--- config.mk ---
export PLATFORM = sky130hd
export DESIGN_NAME = sei_message_deframer
export DESIGN_NICKNAME = d
export VERILOG_FILES = /design/src/rtl/core/seidf_pkg.sv /design/src/rtl/core/seidf_parser.sv /design/src/rtl/core/sei_message_deframer.sv
export VERILOG_INCLUDE_DIRS = /design/src /design/src/rtl/core
export SDC_FILE = /design/constraint.sdc
export NUM_CORES = 1
export LEC_CHECK = 0
export BUFFER_PORTS_ARGS = -buffer_cell sky130_fd_sc_hd__buf_2
export CAP_MARGIN = 20
export CELL_PAD_IN_SITES_DETAIL_PLACEMENT = 0
export CELL_PAD_IN_SITES_GLOBAL_PLACEMENT = 1
export CORE_ASPECT_RATIO = 1.1
export CORE_UTILIZATION = 45
export CTS_BUF_LIST = sky130_fd_sc_hd__clkbuf_2
export DETAILED_ROUTE_END_ITERATION = 8
export PLACE_DENSITY_LB_ADDON = 0.1
export SYNTH_ARGS = -nofsm -noshare
export SYNTH_HDL_FRONTEND = slang
export SYNTH_SLANG_ARGS = --single-unit
--- constraint.sdc ---
create_clock -name clk -period 19.1 [get_ports clk]
set_input_delay 0.955 -clock clk [delete_from_list [all_inputs] [get_ports clk]]
set_output_delay 0.955 -clock clk [all_outputs]
set_load 0.005 [all_outputs]
--- src/rtl/core/sei_message_deframer_defines.svh ---
// assertion macros used by the deframer rtl
`ifndef SEI_MESSAGE_DEFRAMER_DEFINES_SVH
`define SEI_MESSAGE_DEFRAMER_DEFINES_SVH

// property must hold at every clock edge out of reset
`define SEIDF_ASSERT(label, prop, msg) \
	label: assert property (@(posedge clk) disable iff (!arst_n) prop) else $error(msg);

// expression must never be true out of reset
`define SEIDF_NEVER(label, expr, msg) \
	label: assert property (@(posedge clk) disable iff (!arst_n) !(expr)) else $error(msg);

`endif

--- src/rtl/core/seidf_pkg.sv ---
`timescale 1ns / 1ps
package seidf_pkg;

	localparam int COUNT_WIDTH = 16;
	localparam int OUT_WIDTH = 16;

	localparam logic [COUNT_WIDTH-1:0] CNT_GUARD =
		COUNT_WIDTH'((64'd1 << COUNT_WIDTH) - 64'd256);
	localparam logic [7:0] EXT_BYTE = 8'hFF;

	typedef logic [COUNT_WIDTH-1:0] count_t;

	typedef enum logic [1:0] {
		PH_TYPE    = 2'd0,
		PH_SIZE    = 2'd1,
		PH_PAYLOAD = 2'd2
	} phase_t;

	typedef enum logic [1:0] {
		KIND_HEADER  = 2'd0,
		KIND_PAYLOAD = 2'd1,
		KIND_STATUS  = 2'd2
	} kind_t;

	typedef enum logic [1:0] {
		ST_OK       = 2'd0,
		ST_COMPLETE = 2'd1,
		ST_TRUNC    = 2'd2,
		ST_OVERFLOW = 2'd3
	} status_t;

	typedef struct packed {
		logic [7:0] data_byte;
		logic       last_byte;
	} in_word_t;

	typedef struct packed {
		kind_t                kind;
		logic [OUT_WIDTH-1:0] msg_type;
		logic [OUT_WIDTH-1:0] msg_size;
		logic [7:0]           payload_byte;
		logic [OUT_WIDTH-1:0] byte_offset;
		logic                 last_of_payload;
		status_t              status;
	} out_word_t;

endpackage

--- src/rtl/core/seidf_parser.sv ---
`timescale 1ns / 1ps
module seidf_parser (
	input  logic                clk,
	input  logic                arst_n,
	input  logic                step,
	input  seidf_pkg::in_word_t word,
	output logic                emit,
	output seidf_pkg::out_word_t res
);
	import seidf_pkg::*;

	phase_t phase_q, phase_d;
	count_t type_sum_q, type_sum_d;
	count_t size_sum_q, size_sum_d;
	count_t remain_q, remain_d;
	count_t offset_q, offset_d;
	logic   drop_q, drop_d;

	count_t type_add;
	count_t size_add;
	logic   last;
	logic   ends;

	always_ff @(posedge clk or negedge arst_n) begin
		if (!arst_n) begin
			phase_q    <= PH_TYPE;
			type_sum_q <= '0;
			size_sum_q <= '0;
			remain_q   <= '0;
			offset_q   <= '0;
			drop_q     <= 1'b0;
		end else if (step) begin
			phase_q    <= phase_d;
			type_sum_q <= type_sum_d;
			size_sum_q <= size_sum_d;
			remain_q   <= remain_d;
			offset_q   <= offset_d;
			drop_q     <= drop_d;
		end
	end

	always_comb begin
		last     = word.last_byte;
		type_add = type_sum_q + count_t'(word.data_byte);
		size_add = size_sum_q + count_t'(word.data_byte);
		ends     = (remain_q <= count_t'(1));

		phase_d    = phase_q;
		type_sum_d = type_sum_q;
		size_sum_d = size_sum_q;
		remain_d   = remain_q;
		offset_d   = offset_q;
		drop_d     = drop_q;

		emit                = 1'b0;
		res.kind            = KIND_STATUS;
		res.msg_type        = '0;
		res.msg_size        = '0;
		res.payload_byte    = '0;
		res.byte_offset     = '0;
		res.last_of_payload = 1'b0;
		res.status          = ST_OK;

		if (drop_q) begin
			if (last) begin
				phase_d    = PH_TYPE;
				type_sum_d = '0;
				size_sum_d = '0;
				remain_d   = '0;
				offset_d   = '0;
				drop_d     = 1'b0;
			end
		end else begin
			unique case (phase_q)
				PH_SIZE: begin
					if (size_sum_q > CNT_GUARD) begin
						emit       = 1'b1;
						res.status = ST_OVERFLOW;
					end else if (word.data_byte == EXT_BYTE) begin
						size_sum_d = size_add;
						if (last) begin
							emit       = 1'b1;
							res.status = ST_TRUNC;
						end
					end else if (size_add == '0) begin
						emit                = 1'b1;
						res.kind            = KIND_HEADER;
						res.msg_type        = OUT_WIDTH'(type_sum_q);
						res.last_of_payload = 1'b1;
						res.status          = last ? ST_COMPLETE : ST_OK;
						phase_d             = PH_TYPE;
						type_sum_d          = '0;
						size_sum_d          = '0;
						remain_d            = '0;
						offset_d            = '0;
					end else if (last) begin
						emit       = 1'b1;
						res.status = ST_TRUNC;
					end else begin
						emit         = 1'b1;
						res.kind     = KIND_HEADER;
						res.msg_type = OUT_WIDTH'(type_sum_q);
						res.msg_size = OUT_WIDTH'(size_add);
						phase_d      = PH_PAYLOAD;
						size_sum_d   = size_add;
						remain_d     = size_add;
						offset_d     = '0;
					end
				end
				PH_PAYLOAD: begin
					emit                = 1'b1;
					res.kind            = KIND_PAYLOAD;
					res.msg_type        = OUT_WIDTH'(type_sum_q);
					res.msg_size        = OUT_WIDTH'(size_sum_q);
					res.payload_byte    = word.data_byte;
					res.byte_offset     = OUT_WIDTH'(offset_q);
					res.last_of_payload = ends;
					if (ends) begin
						res.status = last ? ST_COMPLETE : ST_OK;
					end else begin
						res.status = last ? ST_TRUNC : ST_OK;
					end
					if (ends || last) begin
						phase_d    = PH_TYPE;
						type_sum_d = '0;
						size_sum_d = '0;
						remain_d   = '0;
						offset_d   = '0;
					end else begin
						remain_d = remain_q - count_t'(1);
						offset_d = offset_q + count_t'(1);
					end
				end
				default: begin
					phase_d = PH_TYPE;
					if (type_sum_q > CNT_GUARD) begin
						emit       = 1'b1;
						res.status = ST_OVERFLOW;
					end else if (last) begin
						emit       = 1'b1;
						res.status = ST_TRUNC;
					end else begin
						type_sum_d = type_add;
						if (word.data_byte != EXT_BYTE) begin
							phase_d = PH_SIZE;
						end
					end
				end
			endcase

			// any status marker is an error: clear the message and drop to region end
			if (emit && res.kind == KIND_STATUS) begin
				phase_d    = PH_TYPE;
				type_sum_d = '0;
				size_sum_d = '0;
				remain_d   = '0;
				offset_d   = '0;
				drop_d     = !last;
			end
		end
	end

endmodule

--- src/rtl/core/sei_message_deframer.sv ---
`timescale 1ns / 1ps
// SEI message deframer. Bytes of one SEI payload region arrive one word per cycle while
// item_stall is low, the final byte marked with last_byte. Each byte passes an input
// register and a result register, so the block takes a new word in every cycle unless
// the result side stalls, and a result is registered from its accepted byte; throughput
// is one byte per cycle, limited only by result-side stalls. Each message yields a header
// word (type and size), then one word per payload byte with its offset. A region that
// ends early gives a status word marked truncated, a header sum that would leave the
// counter range gives overflow, and after either the block discards bytes up to the end
// of the region. Type bytes, size extension bytes and dropped bytes give no result.
`include "sei_message_deframer_defines.svh"
module sei_message_deframer (
	input  logic                 clk,
	input  logic                 arst_n,
	input  logic                 item_valid,
	output logic                 item_stall,
	input  seidf_pkg::in_word_t  item,
	output logic                 result_valid,
	input  logic                 result_stall,
	output seidf_pkg::out_word_t result
);
	import seidf_pkg::*;

	logic      valid_s1;
	in_word_t  item_s1;
	logic      result_valid_q;
	out_word_t result_q;
	logic      out_take;
	logic      step;
	logic      emit;
	out_word_t res;

	assign out_take   = !result_valid_q || !result_stall;
	assign item_stall = valid_s1 && !out_take;
	assign step       = valid_s1 && out_take;

	always_ff @(posedge clk or negedge arst_n) begin
		if (!arst_n) begin
			valid_s1 <= 1'b0;
		end else if (!item_stall) begin
			valid_s1 <= item_valid;
		end
	end

	always_ff @(posedge clk) begin
		if (!item_stall && item_valid) begin
			item_s1 <= item;
		end
	end

	seidf_parser u_parser (
		.clk    (clk),
		.arst_n (arst_n),
		.step   (step),
		.word   (item_s1),
		.emit   (emit),
		.res    (res)
	);

	always_ff @(posedge clk or negedge arst_n) begin
		if (!arst_n) begin
			result_valid_q <= 1'b0;
		end else if (out_take) begin
			result_valid_q <= step && emit;
		end
	end

	always_ff @(posedge clk) begin
		if (step && emit) begin
			result_q <= res;
		end
	end

	assign result_valid = result_valid_q;
	assign result       = result_q;

	`SEIDF_ASSERT(a_stall_needs_word, item_stall |-> valid_s1 && result_valid, "stall without a pending word")
	`SEIDF_ASSERT(a_status_is_error, result_valid && result.kind == KIND_STATUS |-> result.status == ST_TRUNC || result.status == ST_OVERFLOW, "status marker without error")
	`SEIDF_NEVER(a_empty_header, result_valid && result.kind == KIND_HEADER && result.last_of_payload && result.msg_size != '0, "header ends message with nonzero size")

endmodule

==> out/qor.json, run 1 <==
{
  "status": {"value": "complete, no violations"},
  "endpoint": {"value": "u_parser.offset_q[11]"},
  "clock_sinks": {"value": 139},
  "cell_with_the_largest_stage_delay_on_the_worst_path": {"value": "sky130_fd_sc_hd__or3_1"},
  "track_usage": {"value": 24.3, "unit": "%"},
  "grt_antenna_before_repair": {"value": 1},
  "highest_count_cells_in_the_layout_ignoring_fill_and_taps": {"value": "sky130_fd_sc_hd__nor2_1 (82), sky130_fd_sc_hd__buf_2 (75), sky130_fd_sc_hd__edfxtp_1 (70)"},
  "critical_path_class": {"value": "reg2reg"},
  "cts_inserted_buffers": {"value": 17},
  "globalRoute.totalOverflow": {"value": 0},
  "postPlaceCellArea": {"value": 8420, "unit": "µm²"},
  "detailroute.wirelength.met2": {"value": 10200, "unit": "µm"},
  "crit_arrival": {"value": 5.19, "unit": "ns"},
  "timing.hold.worst.start": {"value": "item[6]"},
  "post_synth_inst_count": {"value": 802},
  "dpl.hpwl": {"value": 14000, "unit": "µm"},
  "nFillCells": {"value": 1602},
  "synth_simple_gate_area_share": {"value": 21.0, "unit": "%"},
  "primary_ff_master_synth": {"value": "sky130_fd_sc_hd__edfxtp_1"},
  "crit_start": {"value": "u_parser.size_sum_q[0]"},
  "synth_enable_flop_cells": {"value": 70},
  "grt_pass1_vias": {"value": 6199},
  "cts.path.max_buffers": {"value": 2},
  "whs": {"value": 0.404, "unit": "ns"},
  "start_util": {"value": 46.3, "unit": "%"},
  "cellLeakagePower": {"value": 3.71, "unit": "nW"},
  "complex_gate_fraction_of_the_synthesized_area": {"value": 19.4, "unit": "%"},
  "power_per_cell_area": {"value": 129, "unit": "nW/µm²"},
  "route.vias.total": {"value": 6504},
  "floorplan.io_pins": {"value": 76},
  "max-vdd-ir-drop": {"value": 0.0650, "unit": "mV"},
  "worst-r2r-cell-count": {"value": 14},
  "synth_area_leaders": {"value": "sky130_fd_sc_hd__edfxtp_1 (26%), sky130_fd_sc_hd__dfrtp_1 (22%), sky130_fd_sc_hd__nor2_1 (3.9%), sky130_fd_sc_hd__ha_1 (3.3%), sky130_fd_sc_hd__o31ai_1 (2.9%)"},
  "yosysSeqAreaShare": {"value": 48.2, "unit": "%"},
  "yosys_cell_types": {"value": 72},
  "layout_commonest_cell": {"value": "sky130_fd_sc_hd__nor2_1"},
  "post_cts_setup_repair_bufs": {"value": 0},
  "die_area": {"value": 18200, "unit": "µm²"},
  "timing.final.ws_setup": {"value": 14.56, "unit": "ns"},
  "yosysTopAreaCell": {"value": "sky130_fd_sc_hd__edfxtp_1"},
  "wl_met1": {"value": 9260, "unit": "µm"},
  "mappedNetlistNets": {"value": 838},
  "clkSlewWorstSetupHoldPaths": {"value": 0.21, "unit": "ns"},
  "crit_path_max_cell_delay": {"value": 0.55, "unit": "ns"},
  "post_synth_fa_ha_maj_area_fraction": {"value": 3.81, "unit": "%"},
  "holdCritPathClass": {"value": "in2reg"},
  "cts_resized": {"value": 0},
  "finalInstanceArea": {"value": 8750, "unit": "µm²"},
  "ys.warnings.count": {"value": 0},
  "grt_max_degree": {"value": 70},
  "numPlacedInstances": {"value": 1065},
  "synth.top_cell.area_share": {"value": 26.5, "unit": "%"},
  "worst_pin_slew": {"value": 0.975, "unit": "ns"},
  "gp_congestion": {"value": 0.879},
  "max_h_tree_level": {"value": 4},
  "synthesized_cell_area": {"value": 7940, "unit": "µm²"},
  "final_nets": {"value": 888},
  "worst-path-max-fanout": {"value": 27},
  "max-slew-margin-rel": {"value": 35.0, "unit": "%"},
  "fp.dieW": {"value": 129, "unit": "µm"},
  "die_y_extent": {"value": 141, "unit": "µm"},
  "cts_root_buffer": {"value": "sky130_fd_sc_hd__clkbuf_2"},
  "synth_xor_xnor_area_share": {"value": 2.76, "unit": "%"},
  "critical_path.reg2reg.endpoint": {"value": "u_parser.offset_q[11]"},
  "fmax": {"value": 0.220, "unit": "GHz"},
  "hold_viol": {"value": 0},
  "dominant_combinational_cell_family_by_area_after_synthesis": {"value": "simple AND/OR/NAND/NOR gates"},
  "dr.pass1.iters": {"value": 5},
  "reg2reg_slack": {"value": 14.56, "unit": "ns"},
  "syn_to_final_growth": {"value": 10.2, "unit": "%"},
  "drt_iter0_drc": {"value": 521},
  "route.detailed.vias_per_inst": {"value": 5.91},
  "final_cells": {"value": 1100},
  "rsz0062_at_grt": {"value": "false"},
  "synth_async_sr_flop_share": {"value": 49.6, "unit": "%"},
  "critical_path_required": {"value": 19.75, "unit": "ns"},
  "layout-drive-gt1-share": {"value": 17.3, "unit": "%"},
  "layout_worst_path_cycle_share": {"value": 23.8, "unit": "%"},
  "finalMaxSlewViolations": {"value": 0},
  "critical_path.reg2reg.startpoint": {"value": "u_parser.size_sum_q[0]"},
  "drc_errors": {"value": 0},
  "top_signal_layer_used": {"value": "met4"},
  "placementRows": {"value": 50},
  "detail_route.wl_per_cell": {"value": 19.0, "unit": "µm"},
  "syn-mean-instance-area": {"value": 9.90, "unit": "µm²"},
  "clock-skew-final": {"value": 0.0317, "unit": "ns"},
  "clock_insertion_delay_worst_skew": {"value": 0.73, "unit": "ns"},
  "cp_cell_sequence": {"value": "ha_1 > inv_1 > fa_1 > nand2b_1 > a211oi_2 > o21ai_0 > a2111oi_2 > nand4_1 > o31a_1 > or3_1 > buf_16 > or2_1 > buf_16 > o31ai_2"},
  "setup_violations": {"value": 0},
  "timing.critical_path.to_type": {"value": "flip-flop"},
  "core-area": {"value": 17100, "unit": "µm²"},
  "cts_tree": {"value": "built"},
  "place.port_buffers": {"value": 75},
  "synth_mux_area_share": {"value": 0.394, "unit": "%"},
  "drt-total-wl": {"value": 20900, "unit": "µm"},
  "critPathMostFrequentCell": {"value": "sky130_fd_sc_hd__buf_16"},
  "finalSetupTns": {"value": 0, "unit": "ns"},
  "final.min_clock_period": {"value": 4.54, "unit": "ns"},
  "wire_length_of_the_first_global_routing_pass": {"value": 33700, "unit": "µm"},
  "placement.setup.worst_slack": {"value": 14.08, "unit": "ns"},
  "cts_hold_repair.buffers": {"value": 0},
  "yosys_register_bits": {"value": 139},
  "max-cap-violations": {"value": 0},
  "ant_nets": {"value": 0},
  "wl_met3": {"value": 1100, "unit": "µm"},
  "critical_path.startpoint_type": {"value": "flip-flop"}
}
[how the worst min path moves through the flow]
stage	to	slack (ns)	cells past startpoint
after detailed placement	u_parser.remain_q[6]	0.48	1
after global routing	item_s1[5]	0.31	1
after global placement	u_parser.remain_q[6]	0.48	1
after CTS	item_s1[6]	0.33	1
final	item_s1[6]	0.40	1
after floorplan	u_parser.remain_q[6]	0.46	1
[logic make-up (layout without fill, tap and decap cells)]
| logic type | count (synthesis) | after routing |
|---|---|---|
| other | 0 | 1 |
| multiplexers | 3 | 3 |
| AO/OA/AOI/OAI | 210 | 210 |
| buffers and inverters | 81 | 144 |
| flip-flops | 139 | 139 |
| AND/OR/NAND/NOR | 321 | 321 |
| XOR/XNOR | 25 | 25 |
| adder cells (fa/ha/maj) | 23 | 23 |
[cells in the mapped netlist, types with 15 or more instances]
| library cell | instances |
|---|---|
| sky130_fd_sc_hd__a21oi_1 | 36 |
| sky130_fd_sc_hd__and2_1 | 20 |
| sky130_fd_sc_hd__and3_1 | 36 |
| sky130_fd_sc_hd__clkbuf_1 | 31 |
| sky130_fd_sc_hd__dfrtp_1 | 69 |
| sky130_fd_sc_hd__edfxtp_1 | 70 |
| sky130_fd_sc_hd__ha_1 | 21 |
| sky130_fd_sc_hd__inv_1 | 25 |
| sky130_fd_sc_hd__nand2_1 | 52 |
| sky130_fd_sc_hd__nand2b_1 | 20 |
| sky130_fd_sc_hd__nand3_1 | 36 |
| sky130_fd_sc_hd__nor2_1 | 82 |
| sky130_fd_sc_hd__nor3_1 | 20 |
| sky130_fd_sc_hd__o21ai_0 | 21 |
| sky130_fd_sc_hd__o21ai_1 | 15 |
| sky130_fd_sc_hd__o31ai_1 | 31 |
| sky130_fd_sc_hd__o31ai_2 | 16 |
[per-stage QoR]
step / util, % / power (mW)
CTS: 50.7 / 1.12
finish: 51.1 / 1.13
detailed placement: 49.1 / 0.922
global route: 51.1 / 1.20
global placement: 49.1 / 0.916
floorplan: - / 0.786
[per-layer routing]
metal,GRT usage (%),vias to the layer above
met2,39.9,200
met3,4.71,30
li1,-,3086
met4,8.05,0
met1,32.1,3188
met5,0,-
[registers in the layout, summed over array words and instances (netlist names)]
name                 flops
result                  61
u_parser.offset_q       16
u_parser.remain_q       16
u_parser.size_sum_q     16
u_parser.type_sum_q     16
item_s1                  9
u_parser.phase_q         2
result_valid             1
u_parser.drop_q          1
valid_s1                 1
[worst max-delay path, delay by kind of cell, from the launching register on]
family                   cells  cell delay [ns]
AO/OA/AOI/OAI                5             1.59
flip-flops                   1             0.44
AND/OR/NAND/NOR              4             1.27
buffers and inverters        3             0.53
adder cells (fa/ha/maj)      2             0.63
[final cells by class]
cell class / count / area, µm² / share of cell area (%)
Multi-Input combinational cell: 582 / 3760 / 43.0
Antenna cell: 1 / 2.50 / 0.0286
Inverter: 28 / 105 / 1.20
Tap cell: 234 / 293 / 3.35
Clock buffer: 17 / 85.1 / 0.972
Timing Repair Buffer: 84 / 483 / 5.52
Sequential cell: 139 / 3830 / 43.8
Clock inverter: 15 / 189 / 2.16
[report_power, final]
| part | internal, mW | total, mW | switching, mW |
|---|---|---|---|
| Combinational | 0.167 | 0.500 | 0.333 |
| Sequential | 0.386 | 0.431 | 0.0453 |
| Clock | 0.0760 | 0.194 | 0.117 |
| Total | 0.629 | 1.13 | 0.496 |
(Power assumes the default switching activity.)
==> inputs of run 2 (changes only) <==
--- a/config.mk
+++ b/config.mk
@@ -11,7 +11,7 @@
 export CELL_PAD_IN_SITES_DETAIL_PLACEMENT = 0
 export CELL_PAD_IN_SITES_GLOBAL_PLACEMENT = 1
 export CORE_ASPECT_RATIO = 1.1
-export CORE_UTILIZATION = 45
+export CORE_UTILIZATION = 44
 export CTS_BUF_LIST = sky130_fd_sc_hd__clkbuf_2
 export DETAILED_ROUTE_END_ITERATION = 8
 export PLACE_DENSITY_LB_ADDON = 0.1
==> constraint.sdc (replaced) <==
create_clock -name clk -period 3.65 [get_ports clk]
set_input_delay 0.1825 -clock clk [delete_from_list [all_inputs] [get_ports clk]]
set_output_delay 0.1825 -clock clk [all_outputs]
set_load 0.005 [all_outputs]
==> run 2 against run 1 <==
Compared with the run above: the run now ends with setup timing left; largest power group unchanged; fmax rose by 20%; wire length grew 17%; critical path depth is 1 higher; first-iteration DRC count is 14% higher; power rose to 6.6 times the previous value; sequential power grew to 5.2 times the previous value; global-route usage up 2.2 points.
==> out/qor.json, run 2 (synthesis gave the netlist of run 1 again) <==
{
  "timing.critical_path.to_type": {"value": "flip-flop"},
  "grt_antenna_before_repair": {"value": 1},
  "critical_path.reg2reg.startpoint": {"value": "u_parser.size_sum_q[0]"},
  "finalMaxSlewViolations": {"value": 0},
  "violations": {"value": "setup timing"},
  "numPlacedInstances": {"value": 1160},
  "clock-skew-final": {"value": 0.0463, "unit": "ns"},
  "power.share.sequential": {"value": 30.1, "unit": "%"},
  "crit_arrival": {"value": 4.50, "unit": "ns"},
  "critical_path.startpoint_type": {"value": "flip-flop"},
  "worst-path-max-fanout": {"value": 5},
  "max-slew-margin-rel": {"value": 40.0, "unit": "%"},
  "die_area": {"value": 18600, "unit": "µm²"},
  "globalRoute.totalOverflow": {"value": 0},
  "syn_to_final_growth": {"value": 36.6, "unit": "%"},
  "critical_path_class": {"value": "reg2reg"},
  "max-cap-violations": {"value": 0},
  "wire_length_of_the_first_global_routing_pass": {"value": 37100, "unit": "µm"},
  "power_report.internal_total": {"value": 4.08, "unit": "mW"},
  "clkPwrFrac": {"value": 11.1, "unit": "%"},
  "largest_register_ffs": {"value": 61},
  "clkSlewWorstSetupHoldPaths": {"value": 0.22, "unit": "ns"},
  "place.port_buffers": {"value": 75},
  "layout_worst_path_cycle_share": {"value": 104, "unit": "%"},
  "ant_nets": {"value": 0},
  "cts_tree": {"value": "built"},
  "power_per_cell_area": {"value": 684, "unit": "nW/µm²"},
  "drt_iter0_drc": {"value": 593},
  "worst_pin_slew": {"value": 0.898, "unit": "ns"},
  "cts_root_buffer": {"value": "sky130_fd_sc_hd__clkbuf_2"},
  "max-vdd-ir-drop": {"value": 0.429, "unit": "mV"},
  "max_h_tree_level": {"value": 4},
  "dpl.hpwl": {"value": 15700, "unit": "µm"},
  "highest_count_cells_in_the_layout_ignoring_fill_and_taps": {"value": "sky130_fd_sc_hd__buf_4 (89), sky130_fd_sc_hd__nor2_1 (81), sky130_fd_sc_hd__buf_2 (75)"},
  "timing.final.ws_setup": {"value": -0.151, "unit": "ns"},
  "final_cells": {"value": 1225},
  "switching_power": {"value": 3.34, "unit": "mW"},
  "clock_insertion_delay_worst_skew": {"value": 0.76, "unit": "ns"},
  "cellLeakagePower": {"value": 4.49, "unit": "nW"},
  "final_nets": {"value": 1009},
  "status": {"value": "finished, violations left"},
  "layout_commonest_cell": {"value": "sky130_fd_sc_hd__buf_4"},
  "floorplan.io_pins": {"value": 76},
  "setup_violations": {"value": 59},
  "critical_path_required": {"value": 4.35, "unit": "ns"},
  "cts_inserted_buffers": {"value": 17},
  "final.min_clock_period": {"value": 3.80, "unit": "ns"},
  "grt_pass1_vias": {"value": 7022},
  "gp_congestion": {"value": 0.883},
  "clock_sinks": {"value": 139},
  "rsz0062_at_grt": {"value": "true"},
  "drt-total-wl": {"value": 24500, "unit": "µm"},
  "cts.path.max_buffers": {"value": 2},
  "placement.setup.worst_slack": {"value": -0.231, "unit": "ns"},
  "die_y_extent": {"value": 143, "unit": "µm"},
  "detail_route.wl_per_cell": {"value": 20.0, "unit": "µm"},
  "route.detailed.vias_per_inst": {"value": 5.83},
  "grt_max_degree": {"value": 63},
  "holdCritPathClass": {"value": "in2async"},
  "start_util": {"value": 44.9, "unit": "%"},
  "track_usage": {"value": 26.5, "unit": "%"},
  "layout-drive-gt1-share": {"value": 37.0, "unit": "%"},
  "route.vias.total": {"value": 7138},
  "core-area": {"value": 17700, "unit": "µm²"},
  "fmax": {"value": 0.263, "unit": "GHz"},
  "fp.dieW": {"value": 130, "unit": "µm"},
  "hold_viol": {"value": 0},
  "drc_errors": {"value": 0},
  "placementRows": {"value": 51},
  "power_switching_share": {"value": 45.0, "unit": "%"},
  "dr.pass1.iters": {"value": 5},
  "power.share.combinational": {"value": 58.7, "unit": "%"},
  "crit_start": {"value": "u_parser.size_sum_q[0]"}
}
==> run 2: repair_timing <==
item	4_1_cts	5_1_grt
gates resized for setup	63	144
setup endpoints to repair	92	95
buffers inserted	6	5
pin swaps	37	73
hold buffers	13	0
hold endpoints to repair	52	0
cloned	4	5
==> run 2: power by group through the flow <==
stage | combinational (mW) | clock [mW] | sequential, mW
floorplan | 1.89 | 0 | 2.23
global placement | 3.16 | 0 | 2.24
detailed placement | 3.20 | 0 | 2.25
CTS | 3.52 | 0.855 | 2.21
global route | 4.64 | 0.922 | 2.28
finish | 4.36 | 0.826 | 2.23
==> run 2: final timing paths <==
check / to / slack, ns / depth (start not counted)
setup / recovery: u_parser.size_sum_q[9] / -0.15 / 15
hold / removal: u_parser.offset_q[10] / 0.02 / 2
setup reg to reg: u_parser.size_sum_q[9] / -0.15 / 15
hold reg to reg: u_parser.remain_q[6] / 0.56 / 1
max in group asynchronous: u_parser.remain_q[1] / 2.52 / 3
min in group clk: item_s1[0] / 0.11 / 2
==> run 2: cell type report <==
| class | count | area, µm² |
|---|---|---|
| Sequential cell | 139 | 3830 |
| Antenna cell | 1 | 2.50 |
| Multi-Input combinational cell | 584 | 4770 |
| Clock buffer | 18 | 90.1 |
| Inverter | 28 | 105 |
| Clock inverter | 14 | 103 |
| Fill cell | 1496 | 6830 |
| Tap cell | 238 | 298 |
| Timing Repair Buffer | 203 | 1650 |
==> run 2: metal layers <==
metal / GRT usage (%) / routed length, µm / vias up
li1: - / - / 3327
met1: 33.6 / 10400 / 3525
met2: 44.3 / 12400 / 249
met3: 4.46 / 1110 / 37
met4: 11.3 / 586 / 0
met5: 0 / 0 / -
==> run 2: per-stage QoR <==
stage	total power [mW]	setup TNS [ns]	hold WS, ns	util, %	area, µm²
final	7.42	-2.64	0.0193	61.4	10800
after global routing	7.84	-14.08	0.0152	61.4	10800
after CTS	6.59	-1.26	0.0141	56.2	9930
after detailed placement	5.45	-9.32	0.310	52.1	9220
after global placement	5.40	-4.13	0.302	52.1	9220
after floorplan	4.12	0	-0.113	-	7980
==> run 2: critical path: stages, from the launching register on <==
cell                        delay, ns
sky130_fd_sc_hd__dfrtp_1         0.41
sky130_fd_sc_hd__ha_2            0.21
sky130_fd_sc_hd__inv_2           0.04
sky130_fd_sc_hd__fa_2            0.35
sky130_fd_sc_hd__nand2b_4        0.16
sky130_fd_sc_hd__a211oi_4        0.32
sky130_fd_sc_hd__buf_4           0.18
sky130_fd_sc_hd__o211ai_4        0.09
sky130_fd_sc_hd__nor3_2          0.25
sky130_fd_sc_hd__o22ai_4         0.14
sky130_fd_sc_hd__or4b_4          0.60
sky130_fd_sc_hd__buf_6           0.15
sky130_fd_sc_hd__a211o_4         0.38
sky130_fd_sc_hd__clkbuf_16       0.20
sky130_fd_sc_hd__nor4_4          0.13
sky130_fd_sc_hd__a211o_1         0.13
